File: config.mk
export PLATFORM = sky130hd
export DESIGN_NAME = dmc_ctrl
export DESIGN_NICKNAME = d
export VERILOG_FILES = /design/src/sv/dmc_pkg.sv /design/src/sv/dmc_ctrl.sv
export VERILOG_INCLUDE_DIRS = /design/src /design/src/sv
export SDC_FILE = /design/constraint.sdc
export NUM_CORES = 1
export LEC_CHECK = 0
export BUFFER_PORTS_ARGS = -buffer_cell sky130_fd_sc_hd__buf_2
export CORE_MARGIN = 1
export CORE_UTILIZATION = 49
export CTS_CLUSTER_SIZE = 16
export DETAILED_ROUTE_END_ITERATION = 10
export PLACE_DENSITY = 0.72
export SLEW_MARGIN = 20
export SYNTH_ARGS = -nofsm -noshare
export SYNTH_HDL_FRONTEND = slang
export SYNTH_SLANG_ARGS = --single-unit
File: constraint.sdc
create_clock -name clk -period 1.6 [get_ports clk]
set_input_delay 0.32 -clock clk [delete_from_list [all_inputs] [get_ports clk]]
set_output_delay 0.32 -clock clk [all_outputs]
set_load 0.01 [all_outputs]
File: src/sv/dynamic_matrix_control_step_macros.svh
// ----------------------------------------------------------------------------
// Assertion macros for the dynamic matrix control step
// Shared concurrent assertion forms, clocked on clk and disabled in reset.
// ----------------------------------------------------------------------------
`ifndef DYNAMIC_MATRIX_CONTROL_STEP_MACROS_SVH
`define DYNAMIC_MATRIX_CONTROL_STEP_MACROS_SVH

// Consequent holds in the same cycle as the antecedent.
`define DMC_ASSERT_NOW(name, ante, cons, msg) \
	name: assert property (@(posedge clk) disable iff (!arst_n) (ante) |-> (cons)) \
		else $error(msg);

// Consequent holds in the cycle after the antecedent.
`define DMC_ASSERT_NEXT(name, ante, cons, msg) \
	name: assert property (@(posedge clk) disable iff (!arst_n) (ante) |=> (cons)) \
		else $error(msg);

`endif

File: src/sv/dmc_pkg.sv
// ----------------------------------------------------------------------------
// dmc_pkg
// Types, codes and helpers shared by the control step controller and datapath.
// ----------------------------------------------------------------------------
`default_nettype none

package dmc_pkg;

	localparam int HORIZON_MAX_DEF   = 32;
	localparam int FRACTION_BITS_DEF = 16;

	// Reset values of the registers, in whole units where fixed point, and the PWM limit
	localparam int SETPOINT_UNITS     = 35;
	localparam int DRIVE_LIMIT_UNITS  = 12;
	localparam int PWM_FULL_SCALE_RST = 885;
	localparam int HORIZON_LEN_RST    = 29;
	localparam int PWM_LIMIT          = 1023;

	// Item kinds
	localparam logic [1:0] KIND_MEAS = 2'd0;
	localparam logic [1:0] KIND_GAIN = 2'd1;
	localparam logic [1:0] KIND_STEP = 2'd2;

	// Register indexes
	localparam logic [2:0] CFG_SETPOINT  = 3'd0;
	localparam logic [2:0] CFG_DRIVE_MAX = 3'd1;
	localparam logic [2:0] CFG_DRIVE_MIN = 3'd2;
	localparam logic [2:0] CFG_PWM_FS    = 3'd3;
	localparam logic [2:0] CFG_HORIZON   = 3'd4;

	localparam logic signed [63:0] S32_MAX_64 = 64'sh0000_0000_7fff_ffff;
	localparam logic signed [63:0] S32_MIN_64 = -64'sh0000_0000_8000_0000;

	typedef enum logic [3:0] {
		OP_NONE,
		OP_LOAD,
		OP_START,
		OP_PHI,
		OP_A_UPD,
		OP_A_MUL,
		OP_A_ACC,
		OP_MOVE,
		OP_CLAMP,
		OP_B_MUL,
		OP_B_UPD,
		OP_B_LAST,
		OP_PWM_MUL,
		OP_DIV_INIT,
		OP_DIV_STEP,
		OP_OUT
	} op_t;

	typedef struct packed {
		op_t op;
	} cmd_t;

	typedef struct packed {
		logic div_done;
	} stat_t;

	// Saturate a 33-bit sum to 32 bits
	function automatic logic signed [31:0] sat33(input logic signed [32:0] v);
		logic signed [31:0] r;
		if (v[32] != v[31]) begin
			r = v[32] ? 32'sh8000_0000 : 32'sh7fff_ffff;
		end else begin
			r = v[31:0];
		end
		return r;
	endfunction

endpackage

`default_nettype wire

File: src/sv/dmc_ctrl.sv
// ----------------------------------------------------------------------------
// dmc_ctrl
// Sequencer for loads and for the two horizon passes of a measurement.
// ----------------------------------------------------------------------------
`default_nettype none
`include "dynamic_matrix_control_step_macros.svh"

module dmc_ctrl #(
	parameter int HORIZON_MAX = dmc_pkg::HORIZON_MAX_DEF,
	localparam int IDX_W = $clog2(HORIZON_MAX),
	localparam int LEN_W = $clog2(HORIZON_MAX + 1)
) (
	input  wire               clk,
	input  wire               arst_n,
	input  wire               in_valid,
	input  wire [1:0]         in_kind,
	output logic              in_ready,
	output logic              out_valid,
	input  wire               out_ready,
	input  dmc_pkg::stat_t    st,
	input  wire [LEN_W-1:0]   len,
	output dmc_pkg::cmd_t     cmd,
	output logic [IDX_W-1:0]  idx
);
	import dmc_pkg::*;

	typedef enum logic [4:0] {
		S_IDLE, S_PHI_RD, S_PHI, S_A_RD, S_A_UPD, S_A_MUL, S_A_ACC, S_MOVE, S_CLAMP,
		S_B_RD, S_B_MUL, S_B_UPD, S_B_LAST, S_PWM_MUL, S_DIV_INIT, S_DIV, S_DONE
	} state_t;

	state_t           state_q;
	logic [LEN_W-1:0] i_q;
	logic             out_valid_q;
	logic             last_c;
	logic             out_free;

	assign in_ready  = (state_q == S_IDLE);
	assign out_valid = out_valid_q;
	assign last_c    = (LEN_W'(i_q + 1'b1) == len);
	assign out_free  = !out_valid_q || out_ready;
	assign idx = (state_q == S_B_LAST) ? IDX_W'(len - 1'b1) : i_q[IDX_W-1:0];

	always_comb begin
		unique case (state_q)
			S_IDLE: begin
				if (!in_valid) begin
					cmd.op = OP_NONE;
				end else if (in_kind == KIND_MEAS) begin
					cmd.op = OP_START;
				end else if (in_kind == KIND_GAIN || in_kind == KIND_STEP) begin
					cmd.op = OP_LOAD;
				end else begin
					cmd.op = OP_NONE;
				end
			end
			S_PHI:      cmd.op = OP_PHI;
			S_A_UPD:    cmd.op = OP_A_UPD;
			S_A_MUL:    cmd.op = OP_A_MUL;
			S_A_ACC:    cmd.op = OP_A_ACC;
			S_MOVE:     cmd.op = OP_MOVE;
			S_CLAMP:    cmd.op = OP_CLAMP;
			S_B_MUL:    cmd.op = OP_B_MUL;
			S_B_UPD:    cmd.op = OP_B_UPD;
			S_B_LAST:   cmd.op = OP_B_LAST;
			S_PWM_MUL:  cmd.op = OP_PWM_MUL;
			S_DIV_INIT: cmd.op = OP_DIV_INIT;
			S_DIV:      cmd.op = st.div_done ? OP_NONE : OP_DIV_STEP;
			S_DONE:     cmd.op = out_free ? OP_OUT : OP_NONE;
			default:    cmd.op = OP_NONE;
		endcase
	end

	always_ff @(posedge clk or negedge arst_n) begin
		if (!arst_n) begin
			state_q     <= S_IDLE;
			i_q         <= '0;
			out_valid_q <= 1'b0;
		end else begin
			// drop the result once the sink takes it
			if (out_valid_q && out_ready) begin
				out_valid_q <= 1'b0;
			end
			unique case (state_q)
				S_IDLE: begin
					i_q <= '0;
					if (in_valid && in_kind == KIND_MEAS) begin
						state_q <= S_PHI_RD;
					end
				end
				S_PHI_RD: state_q <= S_PHI;
				S_PHI:    state_q <= S_A_RD;
				S_A_RD:   state_q <= S_A_UPD;
				S_A_UPD:  state_q <= S_A_MUL;
				S_A_MUL:  state_q <= S_A_ACC;
				S_A_ACC: begin
					if (last_c) begin
						i_q     <= '0;
						state_q <= S_MOVE;
					end else begin
						i_q     <= LEN_W'(i_q + 1'b1);
						state_q <= S_A_RD;
					end
				end
				S_MOVE:  state_q <= S_CLAMP;
				S_CLAMP: state_q <= S_B_RD;
				S_B_RD:  state_q <= S_B_MUL;
				S_B_MUL: state_q <= S_B_UPD;
				S_B_UPD: begin
					if (last_c) begin
						i_q     <= '0;
						state_q <= S_B_LAST;
					end else begin
						i_q     <= LEN_W'(i_q + 1'b1);
						state_q <= S_B_RD;
					end
				end
				S_B_LAST:   state_q <= S_PWM_MUL;
				S_PWM_MUL:  state_q <= S_DIV_INIT;
				S_DIV_INIT: state_q <= S_DIV;
				S_DIV: begin
					if (st.div_done) begin
						state_q <= S_DONE;
					end
				end
				S_DONE: begin
					if (out_free) begin
						out_valid_q <= 1'b1;
						state_q     <= S_IDLE;
					end
				end
				default: state_q <= S_IDLE;
			endcase
		end
	end

	`DMC_ASSERT_NEXT(a_meas_starts, state_q == S_IDLE && in_valid && in_kind == KIND_MEAS,
		state_q == S_PHI_RD, "measurement did not start the offset read")
	`DMC_ASSERT_NOW(a_idx_in_horizon, state_q == S_A_RD || state_q == S_B_RD,
		i_q < len, "horizon index beyond active length")
	`DMC_ASSERT_NEXT(a_result_posted, state_q == S_DONE && out_free,
		out_valid_q && state_q == S_IDLE, "finished result not posted")
	`DMC_ASSERT_NEXT(a_load_stays_idle,
		state_q == S_IDLE && in_valid && in_kind != KIND_MEAS,
		state_q == S_IDLE, "load item left idle")

endmodule

`default_nettype wire

# --- Word level (Yosys, flattened, before mapping) ---
# Index checks and enable logic that the tools add are counted.
word_totals:
  ff_bits: 12
  in_bits: 13
  wordCells: 55
classes:
  n_addsub: 2
  eq_ne: 22
  n_mux: 18
  n_reduce_logical: 10
op_table:
  columns: ["cell", "n"]
  rows:
  - ["5-bit case mux with 17 select lines", 1]
  - ["4-bit case mux with 14 select lines", 1]
  - ["5-bit by 4-bit equality test with 1-bit output (second input constant)", 8]
  - ["5-bit by 3-bit equality test with 1-bit output (second input constant)", 4]
  - ["5-bit two-way mux", 4]
  - ["6-bit case mux with 2 select lines", 1]
  - ["5-bit by 2-bit equality test with 1-bit output (second input constant)", 2]
  - ["4-bit two-way mux", 2]
  - ["6-bit by 1-bit adder with 6-bit output (second input constant)", 1]
  - ["6-bit equality test", 1]
  - ["3-bit two-way mux", 2]
  - ["6-bit two-way mux", 1]
  - ["5-bit by 1-bit equality test with 1-bit output (second input constant)", 1]
  - ["5-bit equality test (second input constant)", 1]
  - ["5-bit zero test", 1]
  - ["5-bit by 1-bit subtractor with 5-bit output (second input constant)", 1]
  - ["1-bit two-way mux", 4]
  - ["2-bit two-way mux", 2]
  - ["2-bit inequality test (second input constant)", 2]
  - ["3-bit AND reduction", 1]
  - ["2-bit by 1-bit equality test with 1-bit output (second input constant)", 1]
  - ["2-bit equality test (second input constant)", 1]
  - ["1-bit logical AND", 2]
  - ["2-bit zero test", 1]
  - ["5 further kinds", 6]

# --- Longest topological paths before layout ---
# Gate-level depths: netlist of run 1.
depth:
  depth_word: 6
  ltp_mapped: 7
  ltp_nobuf: 6

# --- Worst setup path after synthesis of run 1 ---
# No wires, ideal clock.
synth_path:
  path_kind: "register to register"
  start: "reg i_q[0]"
  end: "reg i_q[2]"
  arrival_time_ps: 1536
  required_time_ps: 1462
  slack_ps: -74
  path_stages_with_launch: 7
  path_buffers: 0
  period_less_slack_ps: 1674
  cell_sequence: "dfrtp_1 ha_1 xor2_1 nor2_1 o211ai_2 o31ai_2 o211ai_1"
synth_via:
  elab_chain_len: 4
synth_rtl:
  columns: ["element", "line_no", "text"]
  rows:
  - ["start, declared", "dmc_ctrl.sv:33", "logic [LEN_W-1:0] i_q;"]
  - ["start signal, assigned", "dmc_ctrl.sv:101", "i_q <= LEN_W'(i_q + 1'b1);"]
  - ["start signal, assigned", "dmc_ctrl.sv:114", "i_q <= LEN_W'(i_q + 1'b1);"]
  - ["6-bit by 1-bit adder with 6-bit output (*)", "dmc_ctrl.sv:40, dmc_ctrl.sv:101, dmc_ctrl.sv:114", null]
  - ["6-bit equality test", "dmc_ctrl.sv:40", "assign last_c = (LEN_W'(i_q + 1'b1) == len);"]
  - ["6-bit two-way mux (*)", "dmc_ctrl.sv:97, dmc_ctrl.sv:110", null]
  - ["6-bit case mux with 2 select lines (*)", "dmc_ctrl.sv:84", "unique case (state_q)"]
# Mark *: on every way between the ends. The rest lies on a longest branch, timed or not.
# A chain may end at the register's enable or synchronous reset.

==> impl_metrics.py, run 1 <==
metrics = {
    "run_status": {
        "status": "finished, violations left",
        "failed_checks": "negative setup slack",
    },
    "cells_and_area": {
        "n_antenna_cell": 0,
        "final_common_cell": "buf_4",
        "syn2layout_area_growth_pct": 56.7,
        "layout_common_cells": "buf_4 (35), buf_2 (23), nand2_1 (20)",
        "drive_above_1_share_pct": 48.0,
        "fin_cells": 253,
        "n_fill_cell": 121,
        "nets": 242,
    },
    "global_routing": {
        "antenna_found_initial": 0,
        "grt_overflow": 0,
        "grt_pass1_vias": 1282,
        "grt_first_pass_wirelength_um": 5490,
        "grt_max_degree": 16,
        "grt.total_usage_pct": 27.5,
    },
    "run": {
        "cap_violations": 0,
    },
    "placement": {
        "dp_cells": 236,
        "place_ws_ps": -167,
        "gp_congestion": 0.857,
        "hpwl_um": 2540,
        "numPortBuffers": 23,
    },
    "sta": {
        "final.min_clock_period_ps": 1900,
        "post-route-period-util_pct": 119,
        "finalSetupTns_ps": -3380,
        "rsz0062_at_grt": "true",
        "finalClockSkew_ps": 0.995,
        "fmax_mhz": 526,
        "max_slew_margin_pct": 79.0,
        "setup_ws_ps": -301,
        "worstMarginPinSlew_ps": 312,
        "setup-violations-final": 19,
        "slew_viol_final": 0,
        "holdWs_ps": 399,
        "hold_violations": 0,
    },
    "setup_path": {
        "r2r-start": "state_q[3]$_DFFE_PN0P_",
        "end_kind": "output port",
        "cp.arrival_ps": 1580,
        "critPathMaxFanout": 2,
        "startpoint": "state_q[3]$_DFFE_PN0P_",
        "rr_endpoint": "i_q[5]$_DFFE_PN0P_",
        "required_ps": 1280,
        "r2r_slack_ps": -180,
        "endpoint": "cmd[3]",
        "ff2ff_path_depth": 7,
        "crit_type": "reg -> out",
        "start_kind": "flip-flop",
    },
    "power": {
        "ir_drop_v": 0.00141,
        "power.density_nw_per_um2": 1880,
        "leakagePower_nw": 0.900,
    },
    "yosys": {
        "synth_async_sr_flop_share_pct": 100,
        "syn_area_um2": 1220,
        "avgSynthCellArea_um2": 7.56,
        "synth_edf_count": 0,
        "yosys_most_used_dff": "dfrtp_1",
        "ys_seq_area_share_pct": 24.7,
        "syn_nets": 177,
        "synth_warnings": 0,
        "ys_seq_elements": 12,
        "yosysUniqueCellTypes": 46,
        "synth_cells": 161,
    },
    "drt": {
        "post_drt_wl_per_cell_um": 17.4,
        "viasPerCell": 5.95,
        "drtIter0Drc": 75,
        "drtPass1Iterations": 4,
        "vias": 1505,
        "antenna_left": 0,
        "wirelength_um": 4390,
        "drc": 0,
    },
    "cts": {
        "path_clk_slew_ps": 90,
        "cts.path.max_buffers": 2,
        "clock_sinks": 12,
        "clk_latency_ps": 280,
        "numCtsBuffers": 3,
        "cts_tree": "built",
        "root_buffer": "clkbuf_4",
        "cts.htree.levels": 1,
    },
    "floorplanning": {
        "dieWidth_um": 51.8,
        "io_pins": 24,
        "die-area_um2": 2690,
        "fp.dieH_um": 51.8,
        "core_um2": 2280,
        "initial_core_util_pct": 53.5,
        "placementRows": 17,
    },
    "worst_hold_path": {
        "hold_path_class": "in -> reg",
    },
}
registers in the layout, indices dropped and copies added, names as in the netlist:
register / flops
state_q: 5
i_q: 6
out_valid: 1
how the worst min path moves through the flow:
stage / from / to / depth (start not counted)
2_1_floorplan: arst_n / i_q[0]$_DFFE_PN0P_ / 0
3_3_place_gp: arst_n / out_valid$_DFF_PN0_ / 1
3_5_place_dp: arst_n / state_q[4]$_DFFE_PN0P_ / 1
4_1_cts: st / state_q[1]$_DFFE_PN0P_ / 4
5_1_grt: st / state_q[1]$_DFFE_PN0P_ / 4
6_report: st / state_q[1]$_DFFE_PN0P_ / 4
layout make-up:
class                   instances  area [um^2]  area share [%]
multi-input cells             131          971            50.9
repair buffers                 72          546            28.6
inverters                       6         22.5            1.18
well taps                      28         35.0            1.84
flip-flops and latches         12          308            16.1
clock buffers                   4         26.3            1.38
timing repair:
action | 4_1_cts | 5_1_grt
pin swaps | 12 | 9
setup buffers | 4 | 8
hold endpoints to repair | 12 | 0
hold buffers | 1 | 0
setup endpoints to repair | 18 | 19
gates resized for setup | 22 | 26
where the power goes:
part / internal, mW / leakage, nW / switching (mW) / total (mW)
clock network: 0.0966 / 0.0150 / 0.116 / 0.213
registers: 0.428 / 0.146 / 0.182 / 0.610
logic: 1.39 / 0.739 / 1.38 / 2.77
total: 1.92 / 0.900 / 1.68 / 3.59
cells in the mapped netlist (4+ instances only):
cell type  number  share of area (%)
a21oi_1        11                4.5
nor3_1          5                2.1
nand2_1        23                7.1
nand2b_1        4                2.1
xor2_1          5                3.6
xnor2_1         5                3.6
dfrtp_1        12                 25
inv_1           6                1.8
clkbuf_1        4                1.2
and3_1          7                3.6
nor2_1         19                5.9
o21ai_0         8                3.3
routing by layer:
layer / vias up / GRT usage, % / routed length, um
met5: - / 0 / 0
met4: 0 / 5.86 / 38
met3: 7 / 6.43 / 307
met2: 69 / 44.4 / 2170
met1: 723 / 37.0 / 1880
li1: 706 / - / -
worst max-delay path, stage by stage, from the launching register on:
cell and delay (ps):
dfrtp_1 420, nor2b_4 150, buf_6 120, a31oi_4 120
nor2_1 60, a21oi_1 170, o32ai_1 120, buf_2 150
kinds of logic (layout without fill, tap and decap cells):
kind of cell,Yosys count,count (layout),share of synthesized area (%)
simple gates,73,73,29.3
compound gates,43,43,25.2
buf+inv,18,82,7.40
flops,12,12,24.7
xor+xnor,11,11,9.15
fa+ha+maj,3,3,3.08
mux,1,1,1.23
stage by stage:
stage / util [%] / power, mW / instance area, um^2
finish: 83.8 / 3.59 / 1910
global route: 83.8 / 3.80 / 1910
CTS: 75.7 / 3.04 / 1720
detailed placement: 70.1 / 2.65 / 1600
global placement: 70.1 / 2.58 / 1600
floorplan: - / 1.79 / 1230
(Power assumes the default switching activity.)
==> run 2: changes to the inputs <==
- CORE_UTILIZATION: 49 -> 59
- PLACE_DENSITY: 0.72 -> 0.82
- clock period: 1.6 -> 2.3 ns (I/O delays scaled with it)
==> impl_metrics.py, run 2 (synthesis gave the netlist of run 1 again) <==
metrics = {
    "cts": {
        "post_cts_buffers": 0,
        "cts_tree": "built",
        "clock_sinks": 12,
        "cts.htree.levels": 1,
        "clk_latency_ps": 290,
        "path_clk_slew_ps": 80,
        "cts.path.max_buffers": 2,
        "numCtsBuffers": 3,
        "root_buffer": "clkbuf_4",
    },
    "floorplanning": {
        "dieWidth_um": 47.4,
        "fp.dieH_um": 47.4,
        "placementRows": 16,
        "io_pins": 24,
        "core_um2": 1940,
        "initial_core_util_pct": 62.7,
        "die-area_um2": 2250,
    },
    "run": {
        "cap_violations": 0,
    },
    "placement": {
        "place_area_um2": 1330,
        "numPortBuffers": 23,
        "gp_congestion": 0.862,
        "hpwl_um": 2070,
    },
    "sta": {
        "hold_violations": 0,
        "worstMarginPinSlew_ps": 476,
        "post-route-period-util_pct": 94.8,
        "finalSetupTns_ps": 0,
        "rsz0062_at_grt": "false",
        "fmax_mhz": 458,
        "finalClockSkew_ps": 4.75,
        "max_slew_margin_pct": 68.1,
        "setup-violations-final": 0,
        "final.min_clock_period_ps": 2180,
        "slew_viol_final": 0,
    },
    "cells_and_area": {
        "multi_input_area_um2": 828,
        "register_area_um2": 303,
        "post-route-cell-area_um2": 1370,
        "syn2layout_area_growth_pct": 12.4,
        "nets": 197,
        "drive_above_1_share_pct": 22.8,
        "layout_common_cells": "nand2_1 (23), buf_2 (23), nor2_1 (19)",
        "largest_register_ffs": 6,
        "regMostFlops": "i_q",
        "n_fill_cell": 178,
        "n_antenna_cell": 0,
    },
    "setup_path": {
        "crit_buf_inv": 2,
        "cp.arrival_ps": 1720,
        "crit_type": "reg -> out",
        "worst_path_dominant_cell_family": "flip-flops",
        "crit_top_cell": "o21ai_0",
        "end_kind": "output port",
        "required_ps": 1840,
        "critPathMaxStageDelay_ps": 510,
        "critPathMaxFanout": 12,
        "cpMaxStageDelayCell": "dfrtp_1",
        "start_kind": "flip-flop",
        "path_cells": "buf_4, nor2_1, nand3_1, a21oi_1, o21ai_0, o21ai_0, buf_2",
    },
    "power": {
        "leakagePower_nw": 0.641,
        "p_int_mw": 0.838,
        "combPwrFrac_pct": 61.1,
        "clockPowerShare_pct": 10.4,
        "total_power_mw": 1.67,
        "switchingPower_mw": 0.835,
        "power.density_nw_per_um2": 1220,
        "ir_drop_v": 0.000964,
        "pwr-share-seq_pct": 28.4,
        "switching_share_pct": 49.9,
    },
    "global_routing": {
        "antenna_found_initial": 0,
        "grt_max_degree": 20,
        "grt_pass1_vias": 987,
        "grt_overflow": 0,
        "grt_first_pass_wirelength_um": 4200,
        "grt.total_usage_pct": 26.6,
    },
    "drt": {
        "viasPerCell": 5.88,
        "drtIter0Drc": 37,
        "drtPass1Iterations": 4,
        "post_drt_wl_per_cell_um": 13.4,
        "wirelength_um": 2780,
        "vias": 1218,
        "antenna_left": 0,
        "drc": 0,
    },
    "worst_hold_path": {
        "hold_path_class": "in -> async",
    },
    "run_status": {
        "status": "complete, no violations",
    },
}
-- run 2: metal layers --
| metal | vias up | wire (um) | share of wire, % | GRT usage (%) |
|---|---|---|---|---|
| li1 | 603 | - | - | - |
| met1 | 574 | 1310 | 47 | 36.3 |
| met2 | 38 | 1330 | 48 | 41.6 |
| met3 | 3 | 127 | 4.6 | 6.42 |
| met4 | 0 | 19 | 0.68 | 8.57 |
| met5 | - | 0 | 0 | 0 |
-- run 2: per-stage QoR --
step / setup WS (ps) / util [%] / cells / hold WS (ps)
floorplan: 565 / - / 161 / 164
global placement: 410 / 68.4 / 203 / 344
detailed placement: 388 / 68.4 / 203 / 346
CTS: 64.4 / 70.3 / 207 / 36.2
global route: 26.9 / 70.5 / 207 / 45.6
finish: 119 / 70.5 / 207 / 29.1
-- run 2: worst paths after layout --
| kind | from | end | slack [ps] | cells past startpoint |
|---|---|---|---|---|
| max | state_q[0]$_DFFE_PN0P_ | cmd[0] | 120 | 7 |
| max reg2reg | i_q[0]$_DFFE_PN0P_ | i_q[2]$_DFFE_PN0P_ | 410 | 6 |
| max in group asynchronous | arst_n | state_q[2]$_DFFE_PN0P_ | 2040 | 1 |
| min reg2reg | out_valid$_DFF_PN0_ | out_valid$_DFF_PN0_ | 540 | 2 |
| min | arst_n | out_valid$_DFF_PN0_ | 30 | 1 |
| min in group clk | out_ready | out_valid$_DFF_PN0_ | 490 | 3 |
-- run 2: layout make-up --
class                      count  share of cell area (%)
inverter                       6                    1.65
multi-input combinational    131                    60.5
clock buffer                   4                    2.65
tap                           27                    2.47
timing repair buffer          27                    10.6
sequential                    12                    22.1
-- run 2: power by group through the flow --
stage | combinational [mW] | sequential [mW] | clock, mW
6_report | 1.02 | 0.476 | 0.175
2_1_floorplan | 0.876 | 0.349 | 0
3_5_place_dp | 1.01 | 0.468 | 0
3_3_place_gp | 0.978 | 0.461 | 0
4_1_cts | 1.02 | 0.466 | 0.176
5_1_grt | 1.14 | 0.494 | 0.186
-- run 2: repair_timing --
item                                    in CTS  in global routing
hold endpoints to repair                     0                  0
gates resized for setup                      0                  3
endpoints found under the setup margin       0                  6
hold buffers                                 0                  0
